## src/rtl/epm_pkg.sv

```systemverilog
// Shared types, constants and the twist table for the entropy pool mixer.
package epm_pkg;

    typedef logic [31:0] word_t;

    typedef struct packed {
        logic [12:0] entropy_bits;
        logic [6:0]  written_index;
        word_t       written_word;
    } result_t;

    localparam int unsigned NUM_TAPS = 5;

    localparam logic [4:0] ROT_STEP      = 5'd7;
    localparam logic [4:0] ROT_STEP_WRAP = 5'd14;

    function automatic word_t twist_word(input logic [2:0] sel);
        word_t w;
        case (sel)
            3'd0:    w = 32'h0000_0000;
            3'd1:    w = 32'h3b6e_20c8;
            3'd2:    w = 32'h76dc_4190;
            3'd3:    w = 32'h4db2_6158;
            3'd4:    w = 32'hedb8_8320;
            3'd5:    w = 32'hd6d6_a3e8;
            3'd6:    w = 32'h9b64_c2b0;
            3'd7:    w = 32'ha00a_e278;
            default: w = 32'h0000_0000;
        endcase
        return w;
    endfunction

endpackage

```

## src/rtl/epm_pool_cell.sv

```systemverilog
// One pool word of the rotating cell chain.
module epm_pool_cell
    import epm_pkg::*;
(
    input  logic  aclk,
    input  logic  aresetn,
    input  logic  shift_en,
    input  word_t word_in,
    output word_t word_out
);

    word_t word_reg;

    always_ff @(posedge aclk) begin
        if (!aresetn) begin
            word_reg <= '0;
        end else if (shift_en) begin
            word_reg <= word_in;
        end
    end

    assign word_out = word_reg;

endmodule

```

## config.mk

```make
export PLATFORM = sky130hd
export DESIGN_NAME = epm_pool_cell
export DESIGN_NICKNAME = d
export VERILOG_FILES = /design/src/rtl/epm_pkg.sv /design/src/rtl/epm_pool_cell.sv
export SDC_FILE = /design/constraint.sdc
export NUM_CORES = 1
export LEC_CHECK = 0
export BUFFER_PORTS_ARGS = -buffer_cell sky130_fd_sc_hd__buf_2
export CORE_MARGIN = 5
export CORE_UTILIZATION = 43
export DETAILED_ROUTE_END_ITERATION = 8
export PLACE_DENSITY = 0.77
export SLEW_MARGIN = 20
export SYNTH_ARGS = -nofsm -noshare
export SYNTH_HDL_FRONTEND = slang
export SYNTH_SLANG_ARGS = --single-unit
```

## constraint.sdc

```tcl
create_clock -name aclk -period 0.81 [get_ports aclk]
set_input_delay 0.162 -clock aclk [delete_from_list [all_inputs] [get_ports aclk]]
set_output_delay 0.162 -clock aclk [all_outputs]
set_load 0.005 [all_outputs]
```

=== Yosys cells after proc, flatten, opt, wreduce, memory -nomap -nowiden ===
Index checks and enable logic that the tools add are counted.

* Flip-flop bits (word level): 32
* Bits of input ports: 35
* Output and inout bits: 32
* Logic and storage cells: 1

=== Depth between registers and ports, before layout ===
Gate-level depths: netlist of the first run.

* Word-level depth: 0
* Gate-level depth with buffers: 4
* Depth with buffers taken out: 2

=== Least setup slack after synthesis of the first run ===
OpenSTA, ideal clock, no wires.

* Path kind: in2reg
* From: in shift_en
* To: reg word_reg[0], in the netlist word_out[0]
* Setup time: 116 ps
* Arrival time: 634 ps
* Data required time: 694 ps
* Setup slack: 60 ps
* Stages: 4
* Buffers on the path: 2
* Cell sequence: buf_6 > buf_12 > mux2i_1 > nor2b_1

{| class="wikitable"
|+ RTL lines
! what !! RTL line !! RTL
|-
| from (decl) || epm_pool_cell.sv:7 || <nowiki>input logic shift_en,</nowiki>
|-
| to (signal assigned) || epm_pool_cell.sv:18 || <nowiki>word_reg <= word_in;</nowiki>
|-
| to (decl) || epm_pool_cell.sv:12 || <nowiki>word_t word_reg;</nowiki>
|}

=== Worst setup path in the final report of the first run ===
* From: reg word_reg[23], in the netlist word_out[23]
* To: out word_out[23]

{| class="wikitable"
|+ RTL lines
! what !! RTL line !! RTL
|-
| to (decl) || epm_pool_cell.sv:9 || <nowiki>output word_t word_out</nowiki>
|}

No word-level cell between the ends.

==> out/results.ini, run 1 <==
[floorplanning]
io_pins = 67
start_util_pct = 45.1
rows = 19
core_sq_mm = 0.00276
die_area_sq_mm = 0.00407
fp.dieW_um = 63.8
die_y_um = 63.8

[worst_setup_path]
critical-path-top-delay-family = flip-flops
end_kind = output port
cp_max_fo = 2
r2r_end = word_out[5]
worstPathCellList = buf_6
rr_startpoint = word_out[5]
critPathLaunchType = flip-flop
cp_data_required_time_ns = 0.65
criticalPathCategory = flip-flop to output port
reg2reg_slack_ns = 0.09
crit_buf_inv = 1
slowest_delay_ns = 0.36
worst-r2r-cell-count = 3
crit_slowest_cell = dfxtp_2
arrival_ns = 0.78

[placed_design]
place_ws_ns = -0.0940
globalplace.congestion = 0.656
hpwl_mm = 1.94
place_inst = 195
port_buffers = 66
place_area_sq_mm = 0.00157

[clocking]
cts-root-buf = clkbuf_4
cts_buffers = 5
clock_path_buffers = 2
clock-sinks = 32
clkTransAtPathRegs_ns = 0.10
cts_tree = built
ctsHtreeMaxLevel = 2
clk_latency_ns = 0.32
hold_buffers = 0

[timing]
clock-skew-final_ns = 0
fin_crit_sh_pct = 117
drv_slew = 0
finalSetupViolCount = 32
fin_setup_tns_ns = -3.94
slew_headroom_pct = 71.6
max_freq_ghz = 1.06
tightest_slew_ns = 0.426
fin_ws_ns = -0.136
hold_slack_ns = 0.0824
min_period_ns = 0.946
rsz0062_at_grt = yes
finalHoldViolCount = 0

[finish]
n_antenna_cell = 0
layout_common_cells = 52 x buf_2, 32 x mux2i_1, 32 x nor2b_1, 32 x dfxtp_2, 14 x buf_6
utilization_pct = 64.6
syn_to_final_growth_pct = 43.3
final_area_sq_mm = 0.00178
largest_reg_flops = 32
final_common_cell = buf_2
nets = 207
multi_input_area_sq_um = 520
drive_above_1_share_pct = 62.4
ff_latch_area_sq_um = 681
layout.cells.non_filler = 204
n_fill_cell = 205

[worst_hold_path]
min_path_type = input port to flip-flop
min_path_cells = 3
min_to = word_out[7]
min-delay-start = word_in[7]

[drt]
drtIter0Drc = 23
vias = 960
wirelength_mm = 2.73
ant_nets = 0
drc = 0
wl_per_cell_um = 13.4
firstDrtPassIters = 4
post_drt_via_cell_ratio = 4.71

[power_and_ir_drop]
p_per_area_mw_per_mm2 = 1900
power_mw = 3.38
p_leak_nw = 0.896
ir_drop_v = 0.00145

[synth]
synthCells = 103
synth_top_area_share_pct = 51.5
synth_seq_area_share_pct = 51.5
synth_nets = 138
synthDistinctLibCells = 6
synth_area_sq_mm = 0.00124
yosys.area.top_type = dfxtp_1
ys_warn_count = 0
syn_avg_cell_area_sq_um = 12.1
synth-seq-cells = 32
synth_area_leaders = dfxtp_1 52%, mux2i_1 26%, nor2b_1 16%, buf_12 4.8%, buf_6 0.91%

[outcome]
violations = negative setup slack
status = complete, but fails checks

[grt]
grt-ovfl-total = 0
antenna_found_initial = 0
grt_pass1_wl_mm = 4.58
grt_max_degree = 33
grt_pass1_vias = 1027
track_usage_pct = 14.1

[run]
maxCapViolCount = 0

report_power, final:
part / internal, mW / switching (mW)
combinational: 0.298 / 0.181
sequential: 1.69 / 0.0539
clock: 0.647 / 0.520
total: 2.63 / 0.754
synth_stat cells:
master,count
buf_12,3
buf_6,1
clkbuf_1,3
dfxtp_1,32
mux2i_1,32
nor2b_1,32
kinds of logic after synthesis:
kind of cell / after synthesis / share of synthesized area (%)
buffers and inverters: 7 / 6.64
DFF: 32 / 51.5
muxes: 32 / 25.8
and+or+nand+nor: 32 / 16.1
timing repair:
item                                    4_1_cts  5_1_grt
endpoints found under the setup margin       32       32
pin swaps                                     0        0
setup buffers                                 0        1
resized for setup                            30       16
cloned                                        0        0
worst max-delay path by stage:
stage                             from           end  slack, ns  cells past startpoint
after floorplan               shift_en   word_out[0]       0.06                      4
after global placement        shift_en   word_out[3]      -0.06                      4
after detailed placement      shift_en  word_out[17]      -0.09                      4
after CTS                 word_out[11]  word_out[11]      -0.16                      1
after global routing      word_out[12]  word_out[12]      -0.18                      1
final                     word_out[23]  word_out[23]      -0.14                      1
per-layer routing:
metal	up-vias	track usage, %	part of all wire, %
li1	475	-	-
met1	439	16.2	38
met2	41	22.6	52
met3	5	6.48	9.3
met4	0	5.71	1.1
met5	-	0	0
cell type report:
cell class              count  share of cell area, %
flip-flops and latches     32                   38.2
well taps                  31                   2.18
repair buffers             69                   26.1
clock inverters             2                   1.97
multi-input cells          64                   29.2
clock buffers               6                   2.32
Power figures use the tool's default switching activity.
==> inputs of run 2 (changes only) <==
- SKIP_CTS_REPAIR_TIMING: unset -> 1
==> run 2 against run 1 <==
The flow still finishes with violations (negative setup slack). Non-clock buffer count is the same. Worst hold slack improved by 0.00088 ns. Total power about the same. Clock skew is the same. Die area unchanged. Routed wire length rose by 0.11%. Cell count unchanged. Cell area unchanged. Via count fell by 0.10%. Core utilization unchanged. Fmax barely moved. Worst setup slack barely moved. Highest routed layer unchanged.
==> out/results.ini, run 2 (synthesis gave the netlist of run 1 again) <==
[outcome]
status = complete, but fails checks
violations = negative setup slack

[worst_setup_path]
end_kind = output port
slowest_delay_ns = 0.36
cp_max_fo = 2
criticalPathCategory = flip-flop to output port
cp_data_required_time_ns = 0.65
crit_buf_inv = 1
critPathLaunchType = flip-flop
worstPathCellList = buf_6
critical-path-top-delay-family = flip-flops
crit_slowest_cell = dfxtp_2
arrival_ns = 0.78

[grt]
antenna_found_initial = 0
grt-ovfl-total = 0
grt_pass1_vias = 1020
track_usage_pct = 14.0
grt_pass1_wl_mm = 4.54
grt_max_degree = 33

[clocking]
clock_path_buffers = 2
clk_latency_ns = 0.32
cts-root-buf = clkbuf_4
ctsHtreeMaxLevel = 2
cts_tree = built
cts_buffers = 5
clkTransAtPathRegs_ns = 0.10
clock-sinks = 32

[floorplanning]
die_y_um = 63.8
fp.dieW_um = 63.8
rows = 19
die_area_sq_mm = 0.00407
start_util_pct = 45.1
core_sq_mm = 0.00276
io_pins = 67

[drt]
vias = 959
wl_per_cell_um = 13.4
drc = 0
firstDrtPassIters = 4
post_drt_via_cell_ratio = 4.70
ant_nets = 0
drtIter0Drc = 24
wirelength_mm = 2.73

[timing]
fin_ws_ns = -0.136
finalHoldViolCount = 0
max_freq_ghz = 1.06
finalSetupViolCount = 32
drv_slew = 0
min_period_ns = 0.946
slew_headroom_pct = 71.7
tightest_slew_ns = 0.425
clock-skew-final_ns = 0
rsz0062_at_grt = yes
hold_slack_ns = 0.0833
fin_crit_sh_pct = 117

[run]
maxCapViolCount = 0

[placed_design]
globalplace.congestion = 0.656
port_buffers = 66
place_area_sq_mm = 0.00157
hpwl_mm = 1.94
place_inst = 195

[finish]
multi_input_area_sq_um = 520
nets = 207
final_common_cell = buf_2
n_antenna_cell = 0
n_fill_cell = 208
final_area_sq_mm = 0.00178
largest_reg_flops = 32
drive_above_1_share_pct = 62.4
layout.cells.non_filler = 204
syn_to_final_growth_pct = 43.3
ff_latch_area_sq_um = 681
layout_common_cells = 52 x buf_2, 32 x mux2i_1, 32 x nor2b_1, 32 x dfxtp_2, 14 x buf_6

[power_and_ir_drop]
p_per_area_mw_per_mm2 = 1900
p_leak_nw = 0.896
ir_drop_v = 0.00145

[worst_hold_path]
min_path_type = input port to flip-flop

run 2: cell counts in the layout (fill, tap and decap cells not counted):
No cell type changed its count.
run 2: path summary, 6_finish.rpt:
path	endpoint	start	slack [ns]	cells after the start
max reg2reg	word_out[5]	word_out[5]	0.09	3
min	word_out[7]	word_in[7]	0.08	3
min reg2reg	word_out[4]	word_out[4]	0.51	2
max	word_out[23]	word_out[23]	-0.14	1
run 2: per-layer routing:
| layer | wire (um) | vias up | GRT usage [%] |
|---|---|---|---|
| li1 | - | 475 | - |
| met1 | 1050 | 438 | 15.9 |
| met3 | 253 | 5 | 6.48 |
| met4 | 31 | 0 | 5.71 |
| met2 | 1400 | 41 | 22.6 |
| met5 | 0 | - | 0 |
run 2: where the power goes:
part           total (mW)  switching, mW  internal [mW]
sequential           1.74         0.0539           1.69
clock                1.17          0.520          0.647
combinational       0.479          0.181          0.299
run 2: cell type report:
type	instances	area share, %
sequential	32	38.2
clock inverter	2	1.97
tap	31	2.18
multi-input combinational	64	29.2
timing repair buffer	69	26.1
clock buffer	6	2.32
run 2: stage by stage:
stage	setup TNS [ns]	power, mW	setup WS, ns	util (%)
2_1_floorplan	0	1.99	0.0602	-
3_3_place_gp	-0.906	2.16	-0.0567	56.9
3_5_place_dp	-1.77	2.18	-0.0940	56.9
4_1_cts	-5.01	3.37	-0.181	59.7
5_1_grt	-5.46	3.58	-0.185	64.6
6_report	-3.94	3.38	-0.136	64.6
==> inputs of run 3 (changes only) <==
- CORE_UTILIZATION: 43 -> 45
- CTS_BUF_LIST: unset -> sky130_fd_sc_hd__clkbuf_8
- PLACE_DENSITY: 0.77 -> 0.8
==> run 3 against run 2 <==
The run still ends with negative setup slack left. Critical path depth unchanged. Combinational power up 6.5%. Core utilization up 3.7 points. Flip-flop and latch count unchanged.
==> out/results.ini, run 3 (synthesis gave the netlist of run 1 again) <==
[outcome]
status = complete, but fails checks
violations = negative setup slack

[finish]
n_fill_cell = 224
layout_common_cells = 52 x buf_2, 32 x mux2i_1, 32 x nor2b_1, 32 x dfxtp_2, 14 x buf_6
final_common_cell = buf_2
utilization_pct = 68.3
n_antenna_cell = 0
drive_above_1_share_pct = 62.7
final_area_sq_mm = 0.00185
nets = 211
multi_input_area_sq_um = 520
largest_reg_flops = 32
syn_to_final_growth_pct = 48.8
ff_latch_area_sq_um = 681

[clocking]
clock_path_buffers = 2
clk_latency_ns = 0.28
clock-sinks = 32
cts-root-buf = clkbuf_8
cts_buffers = 5
cts_tree = built
clkTransAtPathRegs_ns = 0.06
ctsHtreeMaxLevel = 2

[floorplanning]
die_y_um = 62.6
io_pins = 67
die_area_sq_mm = 0.00392
fp.dieW_um = 62.6
core_sq_mm = 0.00271
rows = 19
start_util_pct = 45.9

[power_and_ir_drop]
ir_drop_v = 0.00167
p_leak_nw = 0.937
p_per_area_mw_per_mm2 = 1870

[grt]
antenna_found_initial = 0
grt_pass1_wl_mm = 4.66
grt_max_degree = 19
track_usage_pct = 14.7
grt-ovfl-total = 0
grt_pass1_vias = 1052

[timing]
finalSetupViolCount = 32
hold_slack_ns = 0.139
slew_headroom_pct = 89.1
max_freq_ghz = 1.13
min_period_ns = 0.885
fin_ws_ns = -0.0753
drv_slew = 0
tightest_slew_ns = 0.159
finalHoldViolCount = 0
fin_setup_tns_ns = -1.98
fin_crit_sh_pct = 109
clock-skew-final_ns = 0
rsz0062_at_grt = yes

[worst_setup_path]
slowest_delay_ns = 0.33
worstPathCellList = buf_2
rr_startpoint = word_out[22]
crit_slowest_cell = dfxtp_2
r2r_end = word_out[22]
critical-path-top-delay-family = flip-flops
reg2reg_slack_ns = 0.05
criticalPathCategory = flip-flop to output port
worstSetupStartpoint = word_out[11]
arrival_ns = 0.72
end_kind = output port
cp_data_required_time_ns = 0.65
critPathLaunchType = flip-flop
cp_max_fo = 2
crit_buf_inv = 1
worst-r2r-cell-count = 3

[drt]
drtIter0Drc = 11
wl_per_cell_um = 13.7
firstDrtPassIters = 4
wirelength_mm = 2.85
post_drt_via_cell_ratio = 4.64
vias = 966
drc = 0
ant_nets = 0

[worst_hold_path]
min_path_cells = 3
min_path_type = input port to flip-flop
min_to = word_out[10]
min-delay-start = word_in[10]

[placed_design]
place_area_sq_mm = 0.00161
globalplace.congestion = 0.667
port_buffers = 66
place_ws_ns = -0.0915

[run]
maxCapViolCount = 0

==> run 3: worst reg2reg max path, cell delays in order, from the launching register on <==
cell,delay [ns]
dfxtp_2,0.31
buf_4,0.12
mux2i_1,0.15
nor2b_1,0.06
==> run 3: area by class of cell <==
cell class | instances | share of cell area [%]
well taps | 31 | 2.10
clock buffers | 6 | 4.46
repair buffers | 73 | 28.1
clock inverters | 2 | 0.406
flip-flops and latches | 32 | 36.8
multi-input cells | 64 | 28.1
==> run 3: how the worst max path moves through the flow <==
stage | end | slack (ns) | cells past startpoint
3_5_place_dp | word_out[22] | -0.09 | 4
4_1_cts | word_out[11] | -0.11 | 1
5_1_grt | word_out[6] | -0.10 | 1
6_report | word_out[11] | -0.08 | 1
2_1_floorplan | word_out[0] | 0.06 | 4
3_3_place_gp | word_out[7] | -0.04 | 4
==> run 3: per-stage QoR <==
| step | std cells | total power, mW |
|---|---|---|
| final | 208 | 3.45 |
| after global routing | 208 | 3.64 |
| after CTS | 205 | 3.41 |
| after detailed placement | 197 | 2.21 |
| after global placement | 197 | 2.19 |
| after floorplan | 103 | 1.99 |
==> run 3: metal layers <==
metal / up-vias / GRT usage, % / share of wire (%)
met2: 40 / 26.6 / 54
li1: 485 / - / -
met5: - / 0 / 0
met4: 0 / 7.16 / 1.9
met3: 7 / 6.47 / 9.2
met1: 434 / 14.1 / 35
==> run 3: report_power, final <==
group | switching [mW] | total, mW | internal (mW) | leakage (nW)
logic | 0.186 | 0.510 | 0.324 | 0.608
registers | 0.0563 | 1.74 | 1.69 | 0.275
clock network | 0.531 | 1.20 | 0.666 | 0.0538
