===== config.mk =====
export PLATFORM = sky130hd
export DESIGN_NAME = epm_mixer
export DESIGN_NICKNAME = d
export VERILOG_FILES = /design/src/rtl/epm_pkg.sv /design/src/rtl/epm_mixer.sv
export SDC_FILE = /design/constraint.sdc
export NUM_CORES = 1
export LEC_CHECK = 0
export BUFFER_PORTS_ARGS = -buffer_cell sky130_fd_sc_hd__buf_2
export CAP_MARGIN = 20
export CORE_MARGIN = 2
export CORE_UTILIZATION = 34
export DETAILED_ROUTE_END_ITERATION = 8
export PLACE_DENSITY = 0.65
export SYNTH_ARGS = -nofsm -noshare
export SYNTH_HDL_FRONTEND = slang
export SYNTH_SLANG_ARGS = --single-unit

===== constraint.sdc =====
create_clock -name vclk -period 7.82
set_clock_uncertainty 0.05 [all_clocks]
set_input_delay 1.173 -clock vclk [all_inputs]
set_output_delay 1.173 -clock vclk [all_outputs]
set_load 0.01 [all_outputs]

===== src/rtl/epm_pkg.sv =====
// Shared types, constants and the twist table for the entropy pool mixer.
package epm_pkg;

    typedef logic [31:0] word_t;

    typedef struct packed {
        logic [12:0] entropy_bits;
        logic [6:0]  written_index;
        word_t       written_word;
    } result_t;

    localparam int unsigned NUM_TAPS = 5;

    localparam logic [4:0] ROT_STEP      = 5'd7;
    localparam logic [4:0] ROT_STEP_WRAP = 5'd14;

    function automatic word_t twist_word(input logic [2:0] sel);
        word_t w;
        case (sel)
            3'd0:    w = 32'h0000_0000;
            3'd1:    w = 32'h3b6e_20c8;
            3'd2:    w = 32'h76dc_4190;
            3'd3:    w = 32'h4db2_6158;
            3'd4:    w = 32'hedb8_8320;
            3'd5:    w = 32'hd6d6_a3e8;
            3'd6:    w = 32'h9b64_c2b0;
            3'd7:    w = 32'ha00a_e278;
            default: w = 32'h0000_0000;
        endcase
        return w;
    endfunction

endpackage


===== src/rtl/epm_mixer.sv =====
// Rotate, tap feedback and twist for one mixed word.
module epm_mixer
    import epm_pkg::*;
(
    input  word_t      sample_word,
    input  logic [4:0] rot_amt,
    input  word_t      tap_words [NUM_TAPS],
    input  word_t      cur_word,
    output word_t      mixed_word
);

    logic [63:0] dbl;
    word_t       rotated;
    word_t       acc;

    always_comb begin
        // top half of a doubled word shifted left is the rotate; zero passes as is
        dbl     = {sample_word, sample_word} << rot_amt;
        rotated = dbl[63:32];
        acc     = rotated ^ cur_word;
        for (int k = 0; k < NUM_TAPS; k++) begin
            acc = acc ^ tap_words[k];
        end
        mixed_word = {3'b000, acc[31:3]} ^ twist_word(acc[2:0]);
    end

endmodule


# --- Word-level counts from Yosys, hierarchy flattened ---
# Memories as Yosys holds them, arrays and structs flattened.
# Index checks and enable logic that the tools add are counted.
word_totals:
  inputBits: 229
  reg_bits: 0
  wordCells: 9
  out_inout_bits: 32
  mem_bits_ro: 200
  n_memories: 1
classes:
  bitwise: 7
  n_shift: 1
mem_list:
  columns: ["name", "words", "word_bits", "rd", "rd_ports_with_merged_regs", "write_ports", "line_no", "text"]
  rows:
  - ["(name not given)", 8, 25, 1, 0, 0, "epm_pkg.sv:19", "case (sel)"]
ops:
  columns: ["operator", "n"]
  rows:
  - ["32-bit XOR", 6]
  - ["64-bit by 5-bit left shift with 64-bit output", 1]
  - ["29-bit by 32-bit XOR with 32-bit output", 1]

# --- Logic depth before layout (Yosys ltp) ---
# Gate-level depths: netlist (run 1).
# An unclocked memory read counts as a cell.
logic_depth:
  word_depth: 9
  ltp_mapped: 11
  ltp_nobuf: 6

# --- Worst setup path after synthesis (run 1) ---
# OpenSTA, ideal clock, no wires.
synth_path:
  path_type: "input port to output port"
  startpoint: "in rot_amt[1]"
  endpoint: "out mixed_word[21]"
  stages: 10
  arrival_ps: 3558
  setup_slack_ps: 3039
  n_path_buf: 5
  required_ps: 6597
  path_cell_list: "buf_4 > buf_8 > buf_6 > buf_4 > buf_4 > mux4_2 > mux2_2 > mux4_2 > xnor2_1 > xnor2_1"
synth_via:
  elab_chain_len: 9
synth_rtl:
  columns: ["element", "line_no", "text"]
  rows:
  - ["start, declared", "epm_mixer.sv:6", "input logic [4:0] rot_amt,"]
  - ["64-bit by 5-bit left shift with 64-bit output (*)", "epm_mixer.sv:18", "dbl = {sample_word, sample_word} << rot_amt;"]
  - ["32-bit XOR (*)", "epm_mixer.sv:20", "acc = rotated ^ cur_word;"]
  - ["32-bit XOR (*) (5 in a row)", "epm_mixer.sv:22", "acc = acc ^ tap_words[k];"]
  - ["memory read 8 x 25 bit", null, null]
  - ["29-bit by 32-bit XOR with 32-bit output (*)", "epm_mixer.sv:24", "mixed_word = {3'b000, acc[31:3]} ^ twist_word(acc[2:0]);"]
  - ["end, declared", "epm_mixer.sv:9", "output word_t mixed_word"]
# Every way passes the cells marked *; elsewhere a longest branch is shown, timed or not.

# --- Worst setup path in the final report (run 1) ---
layout_path:
  startpoint: "in rot_amt[1]"
  endpoint: "out mixed_word[19]"
# The elaborated chain is that of the path after synthesis.

==> metrics.md, run 1 <==
| Metric | Value |
|---|---|
| Syn avg cell area | `10.3 sq um` |
| Post-synth net total | `657` |
| Crit path capture type | `output port` |
| Clock Buffer Count | `0` |
| Synth unique cells | `29` |
| I/O pin count | `261` |
| Fin. Hold Viols | `0` |
| Vias in the first global route | `4,479` |
| Mapped Cells | `428` |
| Postcts setup bufs | `0` |
| Flop pwr share | `0` |
| DRC Markers | `0` |
| Routed length per instance | `17.5 um` |
| Via count | `4,258` |
| Worst Path Max Fanout | `26` |
| Vias per cell | `5.07` |
| Grt ovf | `0` |
| Worst Hold Endpoint | `mixed_word[10]` |
| Worst Max-Slew Pin Slew | `1.01 ns` |
| Core area | `0.0127 sq mm` |
| Final worst path period need | `5.67 ns` |
| Gr usage total | `0.202` |
| Hold_buf cts | `0` |
| Ant. Diodes | `0` |
| Synthesis-to-layout area growth | `32.1%` |
| Hold path startpoint | `tap_words[141]` |
| Tcrit/Tclk final | `0.725` |
| Net count, final | `899` |
| Initial antenna violation count | `0` |
| Dpl cell area | `0.00583 sq mm` |
| Area of the multi-input gates | `0.00428 sq mm` |
| Sequential cell area | `0 sq um` |
| Initial Util | `0.349` |
| Largest net degree at the start of global routing | `44` |
| Kind of critical path | `in -> out` |
| # rows | `41` |
| Hold path cells | `5` |
| Seq_cells | `0` |
| Total die area | `0.0139 sq mm` |
| Internal power | `0.515 mW` |
| Drt first-iter violations | `168` |
| Post-CTS sizing | `0` |
| Mux contribution to synthesized area | `0.434` |
| Sequential area share after synthesis | `0` |
| Mapped Area | `0.00443 sq mm` |
| Synth Area in Compound Gates | `0.0396` |
| Cell Pwr Density | `175 mW/mm^2` |
| CP Data Arrival Time | `4.45 ns` |
| Max-cap check violation count | `0` |
| Routability cong. | `0.909` |
| Share of post-route cells with drive strength above 1 | `0.510` |
| RSZ-0062 raised after global routing | `false` |
| Critical path required time | `6.60 ns` |
| Warnings from Yosys | `0` |
| Clk network pwr share | `0` |
| Simple-Gate Fraction of Synth Area | `0.0232` |
| Setup_tns | `0 ns` |
| TritonRoute pass-1 iters | `4` |
| FILL cells | `1,224` |
| Slew Viols, Final | `0` |
| Max IR drop VDD | `0.0589 mV` |
| Outcome | `completed` |
| P_sw | `0.508 mW` |
| Post-synthesis adder-cell area fraction | `0` |
| Worst setup SP type | `input pin` |
| Fmax | `0.176 GHz` |
| Setup-failing EPs final | `0` |
| Main combinational cell family by area after synthesis | `XOR/XNOR gates` |
| Relative slew slack | `0.328` |
| Die span in y | `118 um` |
| Post-route ant nets | `0` |
| IO Port Bufs | `261` |
| Design area | `0.00585 sq mm` |
| Critical path origin | `rot_amt[1]` |
| Chip Width | `118 um` |
| Post-Synth XOR/XNOR Area | `0.470` |
| Switching Share | `0.496` |
| Combinational power share | `1.000` |
| DP HPWL | `12,500 um` |
| Global-route wire length before repair | `23,100 um` |
| Leakage power | `2.50 nW` |
| Type of the tightest min-delay check | `in -> out` |
| DRT Wirelength | `14,700 um` |
[cell usage in the layout, fill, tap and decap left out, drive strengths merged, types with 4 or more instances in the layout]
master  instances
buf           263
xnor2         200
mux2i          57
mux4           50
xor2           21
mux2           20
nand2          10
nor2            8
o21ai           7
xnor3           4
a21oi           4
a22oi           4
inv             4
[power by group through the flow]
stage                     sequential (mW)  combinational, mW  clock (mW)
after detailed placement                0               1.03           0
after CTS                               0               1.04           0
after global placement                  0               1.02           0
after global routing                    0               1.10           0
final                                   0               1.02           0
after floorplan                         0              0.685           0
[through the flow]
stage / hold WS (ns) / instances / setup WS [ns] / utilization / power [mW]
after floorplan: 2.60 / 428 / 3.04 / - / 0.685
after global placement: 2.81 / 839 / 1.92 / 0.460 / 1.02
after detailed placement: 2.81 / 839 / 1.82 / 0.460 / 1.03
after CTS: 2.81 / 839 / 1.82 / 0.460 / 1.04
after global routing: 2.83 / 840 / 1.94 / 0.461 / 1.10
final: 2.80 / 840 / 2.15 / 0.461 / 1.02
[cells by family after synthesis]
logic type                after synthesis
AOI/OAI and AO/OA                      25
xor gates and xnor gates              225
buffers and inverters                  27
muxes                                 127
and+or+nand+nor                        24
[routing by layer]
metal  part of all wire  wire length (um)  GRT usage  vias up
met4             0.0033                48     0.0166        0
met5                  0                 0          0        -
met2               0.52              7550      0.377      224
met3              0.077              1130     0.0315       10
met1               0.40              5930      0.251     2005
li1                   -                 -          -     2019
[worst max-delay path, stage by stage]
cell      delay [ns]
buf_2           0.35
buf_12          0.26
buf_4           0.32
mux4_2          0.56
a22o_1          0.23
a221oi_2        0.27
mux2i_1         0.29
xnor2_2         0.42
xnor3_1         0.39
buf_2           0.15
[cells in the mapped netlist, drive strengths merged]
cell type | instances | area share
a21oi | 4 | 0.0045
a221oi | 3 | 0.0074
a22o | 3 | 0.0059
a22oi | 4 | 0.0068
a2bb2oi | 1 | 0.0020
and2 | 1 | 0.0014
buf | 18 | 0.025
clkbuf | 5 | 0.0042
inv | 4 | 0.0034
mux2 | 20 | 0.051
mux2i | 57 | 0.13
mux4 | 50 | 0.25
nand2 | 10 | 0.0085
nor2 | 8 | 0.0068
nor2b | 3 | 0.0042
nor3 | 2 | 0.0023
o21a | 3 | 0.0051
o21ai | 7 | 0.0079
xnor2 | 200 | 0.41
xnor3 | 4 | 0.020
xor2 | 21 | 0.042
[worst max-delay path by stage]
stage	slack (ns)	cells past startpoint	to
2_1_floorplan	3.04	10	mixed_word[21]
3_3_place_gp	1.92	9	mixed_word[19]
3_5_place_dp	1.82	9	mixed_word[19]
4_1_cts	1.82	9	mixed_word[19]
5_1_grt	1.94	10	mixed_word[19]
6_report	2.15	10	mixed_word[19]
[cell type report]
cell class,count,area share
multi-input cells,401,0.732
well taps,172,0.0368
repair buffers,263,0.228
inverters,4,0.00257
(Power assumes the default switching activity.)
==> inputs of run 2 (changes only) <==
Settings changed: ABC_AREA set to 1, PLACE_DENSITY 0.65 to 0.69.
Clock period 7.82 ns to 4.56 ns, I/O delays scaled along.
==> run 2 against run 1 <==
Against the previous run: via count rose by 26%; combinational power rose by 22%; power rose by 21%; cell area fell by 6.0%; wire length fell by 0.59%; sequential share of layout area did not move; worst hold slack got worse by 0.95 ns; worst setup slack got worse by 1.2 ns; largest power group unchanged.
==> metrics.md, run 2 <==
| Metric | Value |
|---|---|
| Mapped Area | `0.00415 sq mm (was 0.00443 sq mm)` |
| DRC Markers | `0 (unchanged)` |
| Max stage delay on crit path | `0.34 ns (was 0.56 ns)` |
| Warnings from Yosys | `0 (unchanged)` |
| Cell taking the most area after synthesis | `xnor2_1 (unchanged)` |
| Bufs and invs on worst path | `3 (was 4)` |
| Dpl cell area | `0.00549 sq mm (was 0.00583 sq mm)` |
| Sequential area share after synthesis | `0 (unchanged)` |
| Relative slew slack | `0.365 (was 0.328)` |
| Hold path startpoint | `tap_words[4] (was tap_words[141])` |
| Overall power | `1.24 mW (was 1.02 mW)` |
| # rows | `40 (was 41)` |
| RSZ-0062 raised after global routing | `false (unchanged)` |
| Postcts setup bufs | `0 (unchanged)` |
| P_sw | `0.696 mW (was 0.508 mW)` |
| Leakage power | `2.82 nW (was 2.50 nW)` |
| Most common library cells after synthesis | `213 x nand3_1, 166 x nand2_1, 130 x xnor2_1 (was 194 x xnor2_1, 57 x mux2i_1, 50 x mux4_2)` |
| Outcome | `completed (unchanged)` |
| Type of the tightest min-delay check | `in -> out (unchanged)` |
| Commonest cells after routing, fill and taps aside | `261 x buf_2, 213 x nand3_1, 166 x nand2_1 (was 261 x buf_2, 194 x xnor2_1, 57 x mux2i_1)` |
| Post-CTS sizing | `0 (unchanged)` |
| Crit path capture type | `output port (unchanged)` |
| Seq_cells | `0 (unchanged)` |
| CP Data Arrival Time | `2.84 ns (was 4.45 ns)` |
| Syn avg cell area | `6.02 sq um (was 10.3 sq um)` |
| Max IR drop VDD | `0.154 mV (was 0.0589 mV)` |
| Initial antenna violation count | `0 (unchanged)` |
| Largest net degree at the start of global routing | `43 (was 44)` |
| CP top delay family | `simple AND/OR/NAND/NOR gates (was buffers and inverters)` |
| Top post-synthesis cells by area | `xnor2_1 27%, nand3_1 26%, nand2_1 15% (was xnor2_1 38%, mux4_2 25%, mux2i_1 13%)` |
| Crit-path cells | `buf_2, inv_4, nand2_1, nand3_1, nand3_1, nand3_1, nand3_2, nand2_1, nand2_1, nand2_2, nand2_4, nand2_4, xnor2_1, buf_2 (was buf_2, buf_12, buf_4, mux4_2, a22o_1, a221oi_2, mux2i_1, xnor2_2, xnor3_1, buf_2)` |
| Vias per cell | `5.02 (was 5.07)` |
| Worst path slowest cell | `buf_2 (was mux4_2)` |
| Post-synth net total | `919 (was 657)` |
| IO Port Bufs | `261 (unchanged)` |
| DRT Wirelength | `14,600 um (was 14,700 um)` |
| Drt first-iter violations | `452 (was 168)` |
| I/O pin count | `261 (unchanged)` |
| Switching Share | `0.562 (was 0.496)` |
| Combinational power share | `1.000 (about the same)` |
| Chip Width | `115 um (was 118 um)` |
| Cell Pwr Density | `225 mW/mm^2 (was 175 mW/mm^2)` |
| Internal power | `0.542 mW (was 0.515 mW)` |
| Routed length per instance | `13.6 um (was 17.5 um)` |
| Synth unique cells | `28 (was 29)` |
| Max-cap check violation count | `0 (unchanged)` |
| Die span in y | `115 um (was 118 um)` |
| Synthesis-to-layout area growth | `32.3% (was 32.1%)` |
| Sequential cell area | `0 sq um (unchanged)` |
| Setup-failing EPs final | `0 (unchanged)` |
| Critical path required time | `3.83 ns (was 6.60 ns)` |
| Clk network pwr share | `0 (about the same)` |
| Commonest non-fill, non-tap cell in the layout | `buf_2 (unchanged)` |
| Fin. Hold Viols | `0 (unchanged)` |
| Total die area | `0.0131 sq mm (was 0.0139 sq mm)` |
| Ant. Diodes | `0 (unchanged)` |
| Post-route ant nets | `0 (unchanged)` |
| Fmax | `0.280 GHz` |
| Final worst path period need | `3.58 ns` |
| Kind of critical path | `in -> out (unchanged)` |
| Vias in the first global route | `4,873 (was 4,479)` |
| Share of post-route cells with drive strength above 1 | `0.322 (was 0.510)` |
| Worst Max-Slew Pin Slew | `0.952 ns (was 1.01 ns)` |
| FILL cells | `1,287 (was 1,224)` |
| Core area | `0.0120 sq mm (was 0.0127 sq mm)` |
| Setup_tns | `0 ns (unchanged)` |
| Mapped Cells | `690 (was 428)` |
| Flop pwr share | `0 (about the same)` |
| Routability cong. | `1.00 (was 0.909)` |
| Slew Viols, Final | `0 (unchanged)` |
| Tcrit/Tclk final | `0.784` |
| Global-route wire length before repair | `22,800 um (was 23,100 um)` |
| TritonRoute pass-1 iters | `6 (was 4)` |
| Via count | `5,367 (was 4,258)` |
| Post-synth top area share | `0.274 (was 0.384)` |
| Hold_buf cts | `0 (unchanged)` |
| Gr usage total | `0.213 (was 0.202)` |
| DP HPWL | `12,700 um (was 12,500 um)` |
| Net count, final | `1,154 (was 899)` |
| Most common cell in the netlist | `nand3_1 (was xnor2_1)` |
| Design area | `0.00549 sq mm (was 0.00585 sq mm)` |
| Worst Path Max Fanout | `32 (was 26)` |
| Fin Hold WS | `1.85 ns (was 2.80 ns)` |
| Initial Util | `0.347 (was 0.349)` |
| Clock Buffer Count | `0 (unchanged)` |
| Worst setup SP type | `input pin (unchanged)` |
| Critical path origin | `rot_amt[0] (was rot_amt[1])` |
| Grt ovf | `0 (unchanged)` |
[run 2: metal layers]
metal	share of wire	vias to the layer above	GRT usage
li1	-	2743	-
met1	0.40	2365	0.263
met2	0.51	237	0.398
met3	0.073	22	0.0185
met4	0.023	0	0.0431
met5	0	-	0
[run 2: worst paths after layout]
kind | end | cells past startpoint
setup / recovery | mixed_word[26] | 14
hold / removal | mixed_word[1] | 5
[run 2: final cells by class]
cell class         count  area, sq um  share of cell area
well taps            147          184              0.0335
repair buffers       267         1350               0.246
inverters             22         87.6              0.0159
multi-input cells    634         3870               0.705
[run 2: logic make-up after synthesis]
family	after synthesis	share of synthesized area
simple gates	409	0.466
compound gates	24	0.0374
xor+xnor	201	0.429
buf+inv	56	0.0675
[run 2: metrics by stage]
step	util	std cells	setup slack, ns
2_1_floorplan	-	690	1.73
3_3_place_gp	0.459	1070	1.07
3_5_place_dp	0.459	1070	1.03
4_1_cts	0.459	1070	1.02
5_1_grt	0.459	1070	0.735
6_report	0.459	1070	0.983
[run 2: power by group through the flow]
stage	Clock [mW]	Sequential [mW]	Combinational, mW
after floorplan	0	0	0.821
after global placement	0	0	1.24
after detailed placement	0	0	1.25
after CTS	0	0	1.25
after global routing	0	0	1.38
final	0	0	1.24
