===== src/rtl/epm_pkg.sv =====
// Shared types, constants and the twist table for the entropy pool mixer.
package epm_pkg;

    typedef logic [31:0] word_t;

    typedef struct packed {
        logic [12:0] entropy_bits;
        logic [6:0]  written_index;
        word_t       written_word;
    } result_t;

    localparam int unsigned NUM_TAPS = 5;

    localparam logic [4:0] ROT_STEP      = 5'd7;
    localparam logic [4:0] ROT_STEP_WRAP = 5'd14;

    function automatic word_t twist_word(input logic [2:0] sel);
        word_t w;
        case (sel)
            3'd0:    w = 32'h0000_0000;
            3'd1:    w = 32'h3b6e_20c8;
            3'd2:    w = 32'h76dc_4190;
            3'd3:    w = 32'h4db2_6158;
            3'd4:    w = 32'hedb8_8320;
            3'd5:    w = 32'hd6d6_a3e8;
            3'd6:    w = 32'h9b64_c2b0;
            3'd7:    w = 32'ha00a_e278;
            default: w = 32'h0000_0000;
        endcase
        return w;
    endfunction

endpackage


===== src/rtl/epm_out_skid.sv =====
// Output register with one skid entry for the result channel.
module epm_out_skid
    import epm_pkg::*;
(
    input  logic    aclk,
    input  logic    aresetn,
    input  logic    in_valid,
    output logic    in_ready,
    input  result_t in_data,
    output logic    out_valid,
    input  logic    out_ready,
    output result_t out_data
);

    logic    out_valid_reg, out_valid_next;
    logic    skid_valid_reg, skid_valid_next;
    result_t out_data_reg, out_data_next;
    result_t skid_data_reg, skid_data_next;
    logic    in_fire;

    always_comb begin
        in_fire         = in_valid && !skid_valid_reg;
        out_valid_next  = out_valid_reg;
        skid_valid_next = skid_valid_reg;
        out_data_next   = out_data_reg;
        skid_data_next  = skid_data_reg;
        if (!out_valid_reg || out_ready) begin
            if (skid_valid_reg) begin
                out_data_next   = skid_data_reg;
                out_valid_next  = 1'b1;
                skid_valid_next = 1'b0;
            end else begin
                out_data_next  = in_data;
                out_valid_next = in_fire;
            end
        end else if (in_fire) begin
            skid_data_next  = in_data;
            skid_valid_next = 1'b1;
        end
    end

    always_ff @(posedge aclk) begin
        if (!aresetn) begin
            out_valid_reg  <= 1'b0;
            skid_valid_reg <= 1'b0;
        end else begin
            out_valid_reg  <= out_valid_next;
            skid_valid_reg <= skid_valid_next;
        end
    end

    always_ff @(posedge aclk) begin
        out_data_reg  <= out_data_next;
        skid_data_reg <= skid_data_next;
    end

    assign in_ready  = !skid_valid_reg;
    assign out_valid = out_valid_reg;
    assign out_data  = out_data_reg;

endmodule


===== config.mk =====
export PLATFORM = sky130hd
export DESIGN_NAME = epm_out_skid
export DESIGN_NICKNAME = d
export VERILOG_FILES = /design/src/rtl/epm_pkg.sv /design/src/rtl/epm_out_skid.sv
export SDC_FILE = /design/constraint.sdc
export NUM_CORES = 1
export LEC_CHECK = 0
export BUFFER_PORTS_ARGS = -buffer_cell sky130_fd_sc_hd__buf_4
export CAP_MARGIN = 5
export CORE_UTILIZATION = 40
export CTS_BUF_LIST = sky130_fd_sc_hd__clkbuf_4 sky130_fd_sc_hd__clkbuf_8
export CTS_CLUSTER_DIAMETER = 30
export DETAILED_ROUTE_END_ITERATION = 10
export PLACE_DENSITY_LB_ADDON = 0.3
export SETUP_SLACK_MARGIN = 0.5
export SYNTH_ARGS = -nofsm -noshare
export SYNTH_HDL_FRONTEND = slang
export SYNTH_SLANG_ARGS = --single-unit

===== constraint.sdc =====
create_clock -name aclk -period 10.05 [get_ports aclk]
set_input_delay 1.5075 -clock aclk [delete_from_list [all_inputs] [get_ports aclk]]
set_output_delay 1.5075 -clock aclk [all_outputs]
set_load 0.02 [all_outputs]

* Word level (Yosys, flattened, before mapping)
Cells that the tools add are included.
** Word-level totals
- Input port bits :: 56
- Word-level logic and storage cells :: 18
- Output and inout bits :: 54
- Register bits after elaboration :: 106
** Operators by class
- Mux-type cells :: 2
- Reduce and logical (&&, ||, !) cells :: 6
- Bitwise logic cells :: 2
** Operator list (number)
- $mux 52 :: 1
- $logic_not 1->1 :: 2
- $not 1->1 :: 2
- $reduce_and 2->1 :: 1
- $reduce_or 2->1 :: 1
- $logic_and 1x1->1 :: 1
- $logic_or 1x1->1 :: 1
- $mux 1 :: 1

* Longest topological paths before layout
Gate-level depths: netlist of the first run.
- Word-level depth :: 4
- Mapped depth :: 4

* Worst setup path after synthesis of the first run
No wires, ideal clock.
- Path type :: input to register
- Start point :: input port out_ready
- End point :: register skid_data_reg[0] in the netlist's numbering, enable pin
- Stages :: 2
- Data arrival time :: 6745 ps
- Slack :: 2769 ps
- Setup time :: 537 ps
- Data required time :: 9513 ps
- Path buffers :: 0
- Cells stage by stage :: nand2b_1 -> nor3b_1
** On the way
- Longest elaborated chain between the ends :: 3
** RTL lines
- from (decl) :: RTL line epm_out_skid.sv:11 : input logic out_ready,
- $logic_or 1x1->1 :: RTL line epm_out_skid.sv:27 : if (!out_valid_reg || out_ready) begin
- $not 1->1 (no source line)
- $reduce_and 2->1 (no source line)
- to (signal assigned) :: RTL line epm_out_skid.sv:54 : skid_data_reg <= skid_data_next;
- to (decl) :: RTL line epm_out_skid.sv:18 : result_t skid_data_reg, skid_data_next;
Every way passes these cells.
A chain may end at the register's enable or synchronous reset.

* Worst setup path after layout of the first run
- Start point :: register skid_valid_reg
- End point :: output port in_ready
** On the way
- Longest elaborated chain between the ends :: 1
** RTL lines
- from (decl) :: RTL line epm_out_skid.sv:16 : logic skid_valid_reg, skid_valid_next;
- from (signal assigned) :: RTL line epm_out_skid.sv:48 : skid_valid_reg <= skid_valid_next;
- $logic_not 1->1 :: RTL line epm_out_skid.sv:57 : assign in_ready = !skid_valid_reg;
- to (decl) :: RTL line epm_out_skid.sv:8 : output logic in_ready,
Every way passes these cells.

==> results.json, run 1 <==
{
  "status": "complete, no violations",
  "p_per_area_mw_per_mm2": 171.9,
  "syn_area_per_cell_um2": 24.00,
  "cts_setup_buffers": 0,
  "dieHeight_um": 103.0,
  "hpwl_mm": 4.195,
  "antenna_found_initial": 0,
  "place_area_mm2": 0.004980,
  "cp-start-kind": "flop",
  "worst-path-max-fanout": 55,
  "rsz0062_at_grt": "false",
  "clk-insertion-delay-late_ns": 0.36,
  "synthToLayoutAreaGrowth_pct": 27.29,
  "die_area_mm2": 0.01061,
  "h-tree-depth": 3,
  "gp_congestion": 0.6689,
  "rows": 36,
  "final_design_area_no_fill_mm2": 0.005194,
  "synthCells": 170,
  "fin_tns_setup_ns": 0,
  "start_util_pct": 41.55,
  "cp-end-kind": "output pin",
  "post-route-util_pct": 52.89,
  "required_ns": 8.54,
  "yosysWarningCount": 0,
  "synth.largest_area_cell": "edfxtp_1",
  "drtAntennaViolNets": 0,
  "path_class": "reg2out",
  "peakVddDrop_mv": 0.1004,
  "cellLeakagePower_nw": 2.026,
  "grt_pass1_wl_mm": 9.811,
  "worst_setup_hold_path_clk_slew_ns": 0.09,
  "drv_slew": 0,
  "synth_cell_types": 12,
  "synth_area_leaders": "edfxtp_1 77%, mux2_4 17%, buf_12 2.5%, mux2_2 1.4%, dfxtp_1 0.98%",
  "ys_seq_elements": 106,
  "overflow": 0,
  "tightest_slew_ns": 0.9762,
  "synth_top_cell_area_share_pct": 76.54,
  "worst_hold_slack_ns": 0.5413,
  "maxCapViolCount": 0,
  "finalCritPeriodShare_pct": 31.42,
  "cts_max_path_buffers": 2,
  "cts_tree": "done",
  "seq_area_mm2": 0.003167,
  "cp.arrival_ns": 1.65,
  "slew_headroom_pct": 34.92,
  "ios": 110,
  "hold_viol_final": 0,
  "die_width_um": 103.0,
  "skew_ns": 0.01260,
  "comb_power_share_pct": 10.6,
  "seqPwrFrac_pct": 58.1,
  "clock.fmax_mhz": 316.6,
  "cts.sinks": 106,
  "diodes": 0,
  "drive_gt1_share_pct": 62.54,
  "routedWlPerCell_um": 15.59,
  "cts_made_buffers": 9,
  "port_buffers": 109,
  "grt_max_degree": 56,
  "drtIter0Drc": 72,
  "nNetsFinal": 342,
  "finalCriticalPeriod_ns": 3.158,
  "r2r_slack_ns": 8.08,
  "intPower_uw": 708.4,
  "pwr-share-clk_pct": 31.3,
  "fill_cells": 798,
  "via_count": 1917,
  "synth.most_common_cell": "edfxtp_1",
  "switchingPower_uw": 184.4,
  "multi_input_area_um2": 809.5,
  "vias_per_cell": 4.521,
  "grt_pass1_vias": 1862,
  "hold_buffers": 0,
  "seq_area_frac_synth_pct": 77.52,
  "core_mm2": 0.009819,
  "drcViolationCount": 0,
  "routed_wl_mm": 6.609,
  "ys_async_sr_fraction_pct": 0,
  "synth-edff-count": 104,
  "yosys-top-cells-count": "104 x edfxtp_1, 47 x mux2_4, 5 x buf_12, 5 x mux2_2, 2 x dfxtp_1",
  "pre_cts_ws_ns": 6.658,
  "ctsResizeCount": 0,
  "synthesis.area_mm2": 0.004080,
  "syn_nets": 226,
  "gr-usage-all-layers_pct": 13.11,
  "finalWorstSetupSlack_ns": 6.892,
  "ys.flop_type": "edfxtp_1",
  "root_buffer": "clkbuf_8",
  "dr.pass1.iters": 4,
  "switching_share_pct": 20.65,
  "hold_class": "reg2reg",
  "setup_viol": 0
}
## logic make-up (layout without fill, tap and decap cells)
group           Yosys count  in the layout  synth area share, %
mux                      52             52                18.68
compound gates            1              1               0.1841
flops                   106            106                77.52
simple gates              4              4               0.7975
buf+inv                   7            128                2.821
## per-stage QoR
stage / power [mW] / cells
global route: 0.9245 / 424
CTS: 0.9048 / 424
detailed placement: 0.6249 / 408
global placement: 0.6234 / 408
floorplan: 0.5767 / 170
finish: 0.8927 / 424
## area by class of cell
class,count,share of cell area (%)
clock buffers,12,2.819
clock inverters,4,1.301
inverters,1,0.07227
multi-input cells,57,15.59
flip-flops and latches,106,60.97
well taps,133,3.204
repair buffers,111,16.04
## final timing paths
| check | startpoint | endpoint | depth (start not counted) |
|---|---|---|---|
| min reg2reg | skid_data_reg[1] | out_data[1] | 1 |
| max reg2reg | out_valid | skid_data_reg[49] | 4 |
| min | skid_data_reg[1] | out_data[1] | 1 |
| max | skid_valid_reg | in_ready | 2 |
## routing by layer
layer | global-route usage (%) | routed length (um) | vias up
li1 | - | - | 901
met1 | 16.76 | 2925 | 919
met2 | 18.92 | 2942 | 87
met3 | 7.322 | 693 | 10
met4 | 4.225 | 47 | 0
met5 | 0 | 0 | -
## cells in the final DEF (no fill, tap or decap)
master     Yosys  final
dfxtp_4        0      1
buf_4          0    111
a21boi_1       1      1
nor2_2         1      1
inv_1          1      1
clkbuf_8       0      9
mux2_4        47     47
edfxtp_1     104    104
dfxtp_1        2      1
clkbuf_4       0      3
nand2b_2       0      1
nor3b_2        1      2
clkinv_1       0      2
bufinv_16      0      2
mux2_2         5      5
## power groups by stage
stage | clock (mW) | sequential (mW) | combinational, mW
final | 0.279 | 0.519 | 0.0945
after global routing | 0.302 | 0.521 | 0.101
after CTS | 0.289 | 0.519 | 0.0961
after detailed placement | 0 | 0.529 | 0.0962
after global placement | 0 | 0.529 | 0.0945
after floorplan | 0 | 0.549 | 0.0279
## worst max-delay path: stages (launching register included)
cell	delay (ns)
dfxtp_4	1.01
inv_1	0.09
buf_4	0.19
Power figures use the tool's default switching activity.
==> inputs of run 2 (changes only) <==
- clock period: 10.05 -> 2.6 ns (I/O delays scaled with it)
==> run 2 against run 1 <==
Compared with the run above:
- global-route usage decreased by 0.67 points
- cell count increased by 0.71%
- critical path type unchanged
- clock skew about the same
- largest cell class unchanged
==> results.json, run 2 (synthesized netlist as in run 1, its figures left out) <==
{
  "worst-path-max-fanout": 20,
  "finalCriticalPeriod_ns": 1.801,
  "routed_wl_mm": 6.459,
  "core_mm2": 0.009819,
  "synthToLayoutAreaGrowth_pct": 27.17,
  "vias_per_cell": 4.522,
  "peakVddDrop_mv": 0.3054,
  "path_class": "reg2out",
  "die_width_um": 103.0,
  "r2r_end": "out_data[0]",
  "switchingPower_uw": 730.5,
  "overflow": 0,
  "crit_slowest_cell": "dfxtp_4",
  "drv_slew": 0,
  "rows": 36,
  "finalCritPeriodShare_pct": 69.27,
  "r2r_start": "skid_valid_reg",
  "antenna_found_initial": 0,
  "hold_viol_final": 0,
  "h-tree-depth": 3,
  "dieHeight_um": 103.0,
  "hold_depth": 1,
  "hold_start": "in_data[31]",
  "fill_cells": 823,
  "cellLeakagePower_nw": 2.026,
  "mostFrequentLayoutCell": "buf_4",
  "routedWlPerCell_um": 15.13,
  "cts.sinks": 106,
  "setup_viol": 0,
  "drtAntennaViolNets": 0,
  "cp-start-kind": "flop",
  "place_area_mm2": 0.005015,
  "skew_ns": 0.01214,
  "start_util_pct": 41.55,
  "tightest_slew_ns": 0.7095,
  "clk-insertion-delay-late_ns": 0.35,
  "gr-usage-all-layers_pct": 12.44,
  "grt_max_degree": 55,
  "via_count": 1931,
  "intPower_mw": 2.531,
  "seqPwrFrac_pct": 61.2,
  "crit_chain": "buf_4 -> inv_1 -> buf_4",
  "required_ns": 2.21,
  "nNetsFinal": 345,
  "status": "complete, no violations",
  "maxCapViolCount": 0,
  "ctsResizeCount": 0,
  "worst_setup_hold_path_clk_slew_ns": 0.09,
  "cts_max_path_buffers": 2,
  "cts_made_buffers": 9,
  "ios": 110,
  "slowest_delay_ns": 0.44,
  "rr_worst_depth": 2,
  "drtIter0Drc": 46,
  "hold_class": "in2reg",
  "dr.pass1.iters": 4,
  "hpwl_mm": 4.375,
  "clock.fmax_mhz": 555.2,
  "die_area_mm2": 0.01061,
  "cts_setup_buffers": 0,
  "rsz0062_at_grt": "false",
  "root_buffer": "clkbuf_8",
  "hold_end": "skid_data_reg[31]",
  "switching_share_pct": 22.40,
  "diodes": 0,
  "layout_common_cells": "114 x buf_4, 104 x edfxtp_1, 47 x mux2_4",
  "pwr-share-clk_pct": 27.3,
  "drcViolationCount": 0,
  "grt_pass1_wl_mm": 9.542,
  "cp-end-kind": "output pin",
  "hold_buffers": 0,
  "worst_hold_slack_ns": 0.2152,
  "cts_tree": "done",
  "drive_gt1_share_pct": 63.61,
  "p_per_area_mw_per_mm2": 628.6,
  "r2r_slack_ns": 1.03,
  "gp_congestion": 0.6598,
  "port_buffers": 109,
  "grt_pass1_vias": 1899,
  "final_design_area_no_fill_mm2": 0.005189,
  "crit_top_cell": "buf_4",
  "slew_headroom_pct": 52.70,
  "cp.arrival_ns": 1.41,
  "fin_tns_setup_ns": 0,
  "comb_power_share_pct": 11.5
}
run 2: how the worst max path moves through the flow:
stage | slack [ns] | start | depth (start not counted) | to
2_1_floorplan | -0.09 | out_ready | 2 | skid_data_reg[0]
3_3_place_gp | 0.89 | out_ready | 4 | skid_data_reg[3]
3_5_place_dp | 0.85 | out_ready | 4 | skid_data_reg[2]
4_1_cts | 0.77 | skid_valid_reg | 3 | in_ready
5_1_grt | 0.73 | skid_valid_reg | 3 | in_ready
6_report | 0.80 | skid_valid_reg | 3 | in_ready
run 2: critical path, delay by kind of cell, from the launching register on:
family / cells / cell delay (ns)
buffers and inverters: 3 / 0.61
flip-flops: 1 / 0.44
run 2: final cells by class:
type                            instances  area, um2  area share [%]
Tap cell                              133      166.4           3.207
Clock buffer                           10      131.4           2.532
Sequential cell                       106       3168           61.06
Timing Repair Buffer                  114      855.8           16.49
Inverter                                1      3.754         0.07234
Clock inverter                          6      42.54          0.8199
Multi-Input combinational cell         57      820.8           15.82
run 2: through the flow:
step	instances	power [mW]	utilization, %	worst slack, ns
floorplan	170	2.228	-	-0.08792
detailed placement	411	2.417	51.07	0.8524
global route	427	3.390	52.84	0.7260
CTS	427	3.310	52.84	0.7662
global placement	411	2.411	51.07	0.8919
finish	427	3.262	52.84	0.7989
run 2: power by group through the flow:
stage | Sequential [mW] | Clock (mW) | Combinational [mW]
floorplan | 2.12 | 0 | 0.110
global placement | 2.03 | 0 | 0.376
detailed placement | 2.04 | 0 | 0.381
CTS | 2.00 | 0.932 | 0.380
global route | 2.01 | 0.982 | 0.402
finish | 2.00 | 0.891 | 0.374
run 2: per-layer routing:
metal,track usage (%),routed length (um),vias to the layer above
li1,-,-,908
met4,6.176,99,0
met5,0,0,-
met3,5.153,628,11
met1,15.98,2844,927
met2,18.21,2886,85
==> inputs of run 3 (changes only) <==
- clock period: 2.6 -> 1.75 ns (I/O delays scaled with it)
==> run 3 against run 2 <==
Compared with the run above:
- global-route usage grew 2.0 points
- sequential share of layout area shrank 5.5 points
- non-clock buffer count grew 22
- largest cell class unchanged
- setup slack lost 0.40 ns
- via count grew 6.6%
- cell count grew 5.2%
- largest power group unchanged
- die area is the same
==> results.json, run 3 (synthesized netlist as in run 1, its figures left out) <==
{
  "status": "complete, no violations",
  "grt_max_degree": 55,
  "cp-end-kind": "output pin",
  "hold_buffers": 0,
  "worst_hold_slack_ns": 0.08424,
  "worst-path-max-fanout": 4,
  "dr.pass1.iters": 5,
  "clock.fmax_mhz": 740.9,
  "cts_max_path_buffers": 2,
  "p_per_area_mw_per_mm2": 898.0,
  "rr_worst_depth": 5,
  "skew_ns": 0.01051,
  "diodes": 0,
  "cts.sinks": 106,
  "hpwl_mm": 4.530,
  "multi_input_area_um2": 820.8,
  "layout_common_cells": "111 x buf_4, 104 x edfxtp_1, 47 x mux2_4",
  "seq_area_mm2": 0.003171,
  "path_buf_inv": 4,
  "wl_met2_mm": 3.748,
  "start_util_pct": 41.55,
  "cp_num_cells": 4,
  "overflow": 0,
  "met3WireLength_um": 368,
  "grt_pass1_vias": 2039,
  "place_area_mm2": 0.005080,
  "r2r_start": "skid_valid_reg",
  "port_buffers": 109,
  "synthToLayoutAreaGrowth_pct": 39.87,
  "hold_class": "in2reg",
  "routed.top_layer": "met4",
  "cellLeakagePower_nw": 2.251,
  "grt_pass1_wl_mm": 10.92,
  "crit_slowest_cell": "dfxtp_4",
  "via_count": 2059,
  "cts_tree": "done",
  "finalCritPeriodShare_pct": 77.12,
  "maxCapViolCount": 0,
  "gr-usage-all-layers_pct": 14.40,
  "drive_gt1_share_pct": 66.77,
  "slew_headroom_pct": 79.34,
  "die_width_um": 103.0,
  "antenna_found_initial": 0,
  "hold_viol_final": 0,
  "vias_per_cell": 4.586,
  "die_area_mm2": 0.01061,
  "routedWlPerCell_um": 16.37,
  "met1_length_mm": 3.117,
  "cp-start-kind": "flop",
  "cp-endpoint": "in_ready",
  "finalCriticalPeriod_ns": 1.350,
  "drv_slew": 0,
  "tightest_slew_ns": 0.3099,
  "cts_made_buffers": 9,
  "ios": 110,
  "routed_wl_mm": 7.348,
  "r2r_slack_ns": 0.40,
  "clk-insertion-delay-late_ns": 0.35,
  "crit_family": "buffers and inverters",
  "root_buffer": "clkbuf_8",
  "cp.arrival_ns": 1.09,
  "final_design_area_no_fill_mm2": 0.005707,
  "gp_congestion": 0.6214,
  "fill_cells": 778,
  "dieHeight_um": 103.0,
  "worst_setup_hold_path_clk_slew_ns": 0.11,
  "slowest_delay_ns": 0.36,
  "drtIter0Drc": 50,
  "crit_top_cell": "buf_6",
  "peakVddDrop_mv": 0.5088,
  "setup_viol": 0,
  "r2r_end": "skid_data_reg[26]",
  "required_ns": 1.49,
  "mostFrequentLayoutCell": "buf_4",
  "rows": 36,
  "nNetsFinal": 367,
  "drtAntennaViolNets": 0,
  "core_mm2": 0.009819,
  "h-tree-depth": 3,
  "startpoint": "skid_valid_reg",
  "drcViolationCount": 0,
  "path_class": "reg2out",
  "rsz0062_at_grt": "true",
  "crit_chain": "buf_6 -> buf_12 -> clkinv_4 -> buf_6"
}
run 3: metal layers:
metal / vias up / GRT usage [%]
met4: 0 / 5.850
met1: 1012 / 18.62
met5: - / 0
met2: 78 / 23.85
met3: 8 / 2.915
li1: 961 / -
run 3: what timing repair did:
action                     in CTS  in global routing
cloned                          6                  3
hold endpoints to repair        0                  0
setup buffers                  10                  3
pin swaps                       1                  0
setup endpoints to repair      89                 95
resized for setup              14                  9
run 3: report_power, final:
| part | internal, mW | switching (mW) |
|---|---|---|
| Combinational | 0.353 | 0.279 |
| Clock | 0.687 | 0.841 |
| Sequential | 2.93 | 0.0386 |
run 3: worst min-delay path by stage:
| stage | end | slack (ns) | start | cells past startpoint |
|---|---|---|---|---|
| floorplan | skid_data_reg[0] | 0.36 | in_data[0] | 0 |
| global placement | skid_data_reg[29] | 0.45 | in_data[29] | 1 |
| detailed placement | skid_data_reg[50] | 0.45 | in_data[50] | 1 |
| CTS | skid_data_reg[31] | 0.07 | in_data[31] | 1 |
| global route | skid_data_reg[41] | 0.05 | in_data[41] | 1 |
| finish | skid_data_reg[51] | 0.08 | in_data[51] | 1 |
run 3: per-stage QoR:
| stage | std cells | total power, mW | worst slack (ns) | TNS, ns | util (%) |
|---|---|---|---|---|---|
| 6_report | 449 | 5.125 | 0.4003 | 0 | 58.12 |
| 5_1_grt | 449 | 5.347 | 0.3309 | 0 | 58.12 |
| 4_1_cts | 443 | 5.182 | 0.3857 | 0 | 56.77 |
| 3_5_place_dp | 411 | 3.603 | 0.3381 | 0 | 51.73 |
| 3_3_place_gp | 411 | 3.589 | 0.3564 | 0 | 51.73 |
| 2_1_floorplan | 170 | 3.310 | -0.8515 | -44.28 | - |
run 3: area by class of cell:
class	count	share of cell area, %
inverter	1	0.1535
multi-input combinational	57	14.38
tap	133	2.916
timing repair buffer	136	23.35
clock inverter	7	1.469
sequential	106	55.56
clock buffer	9	2.171
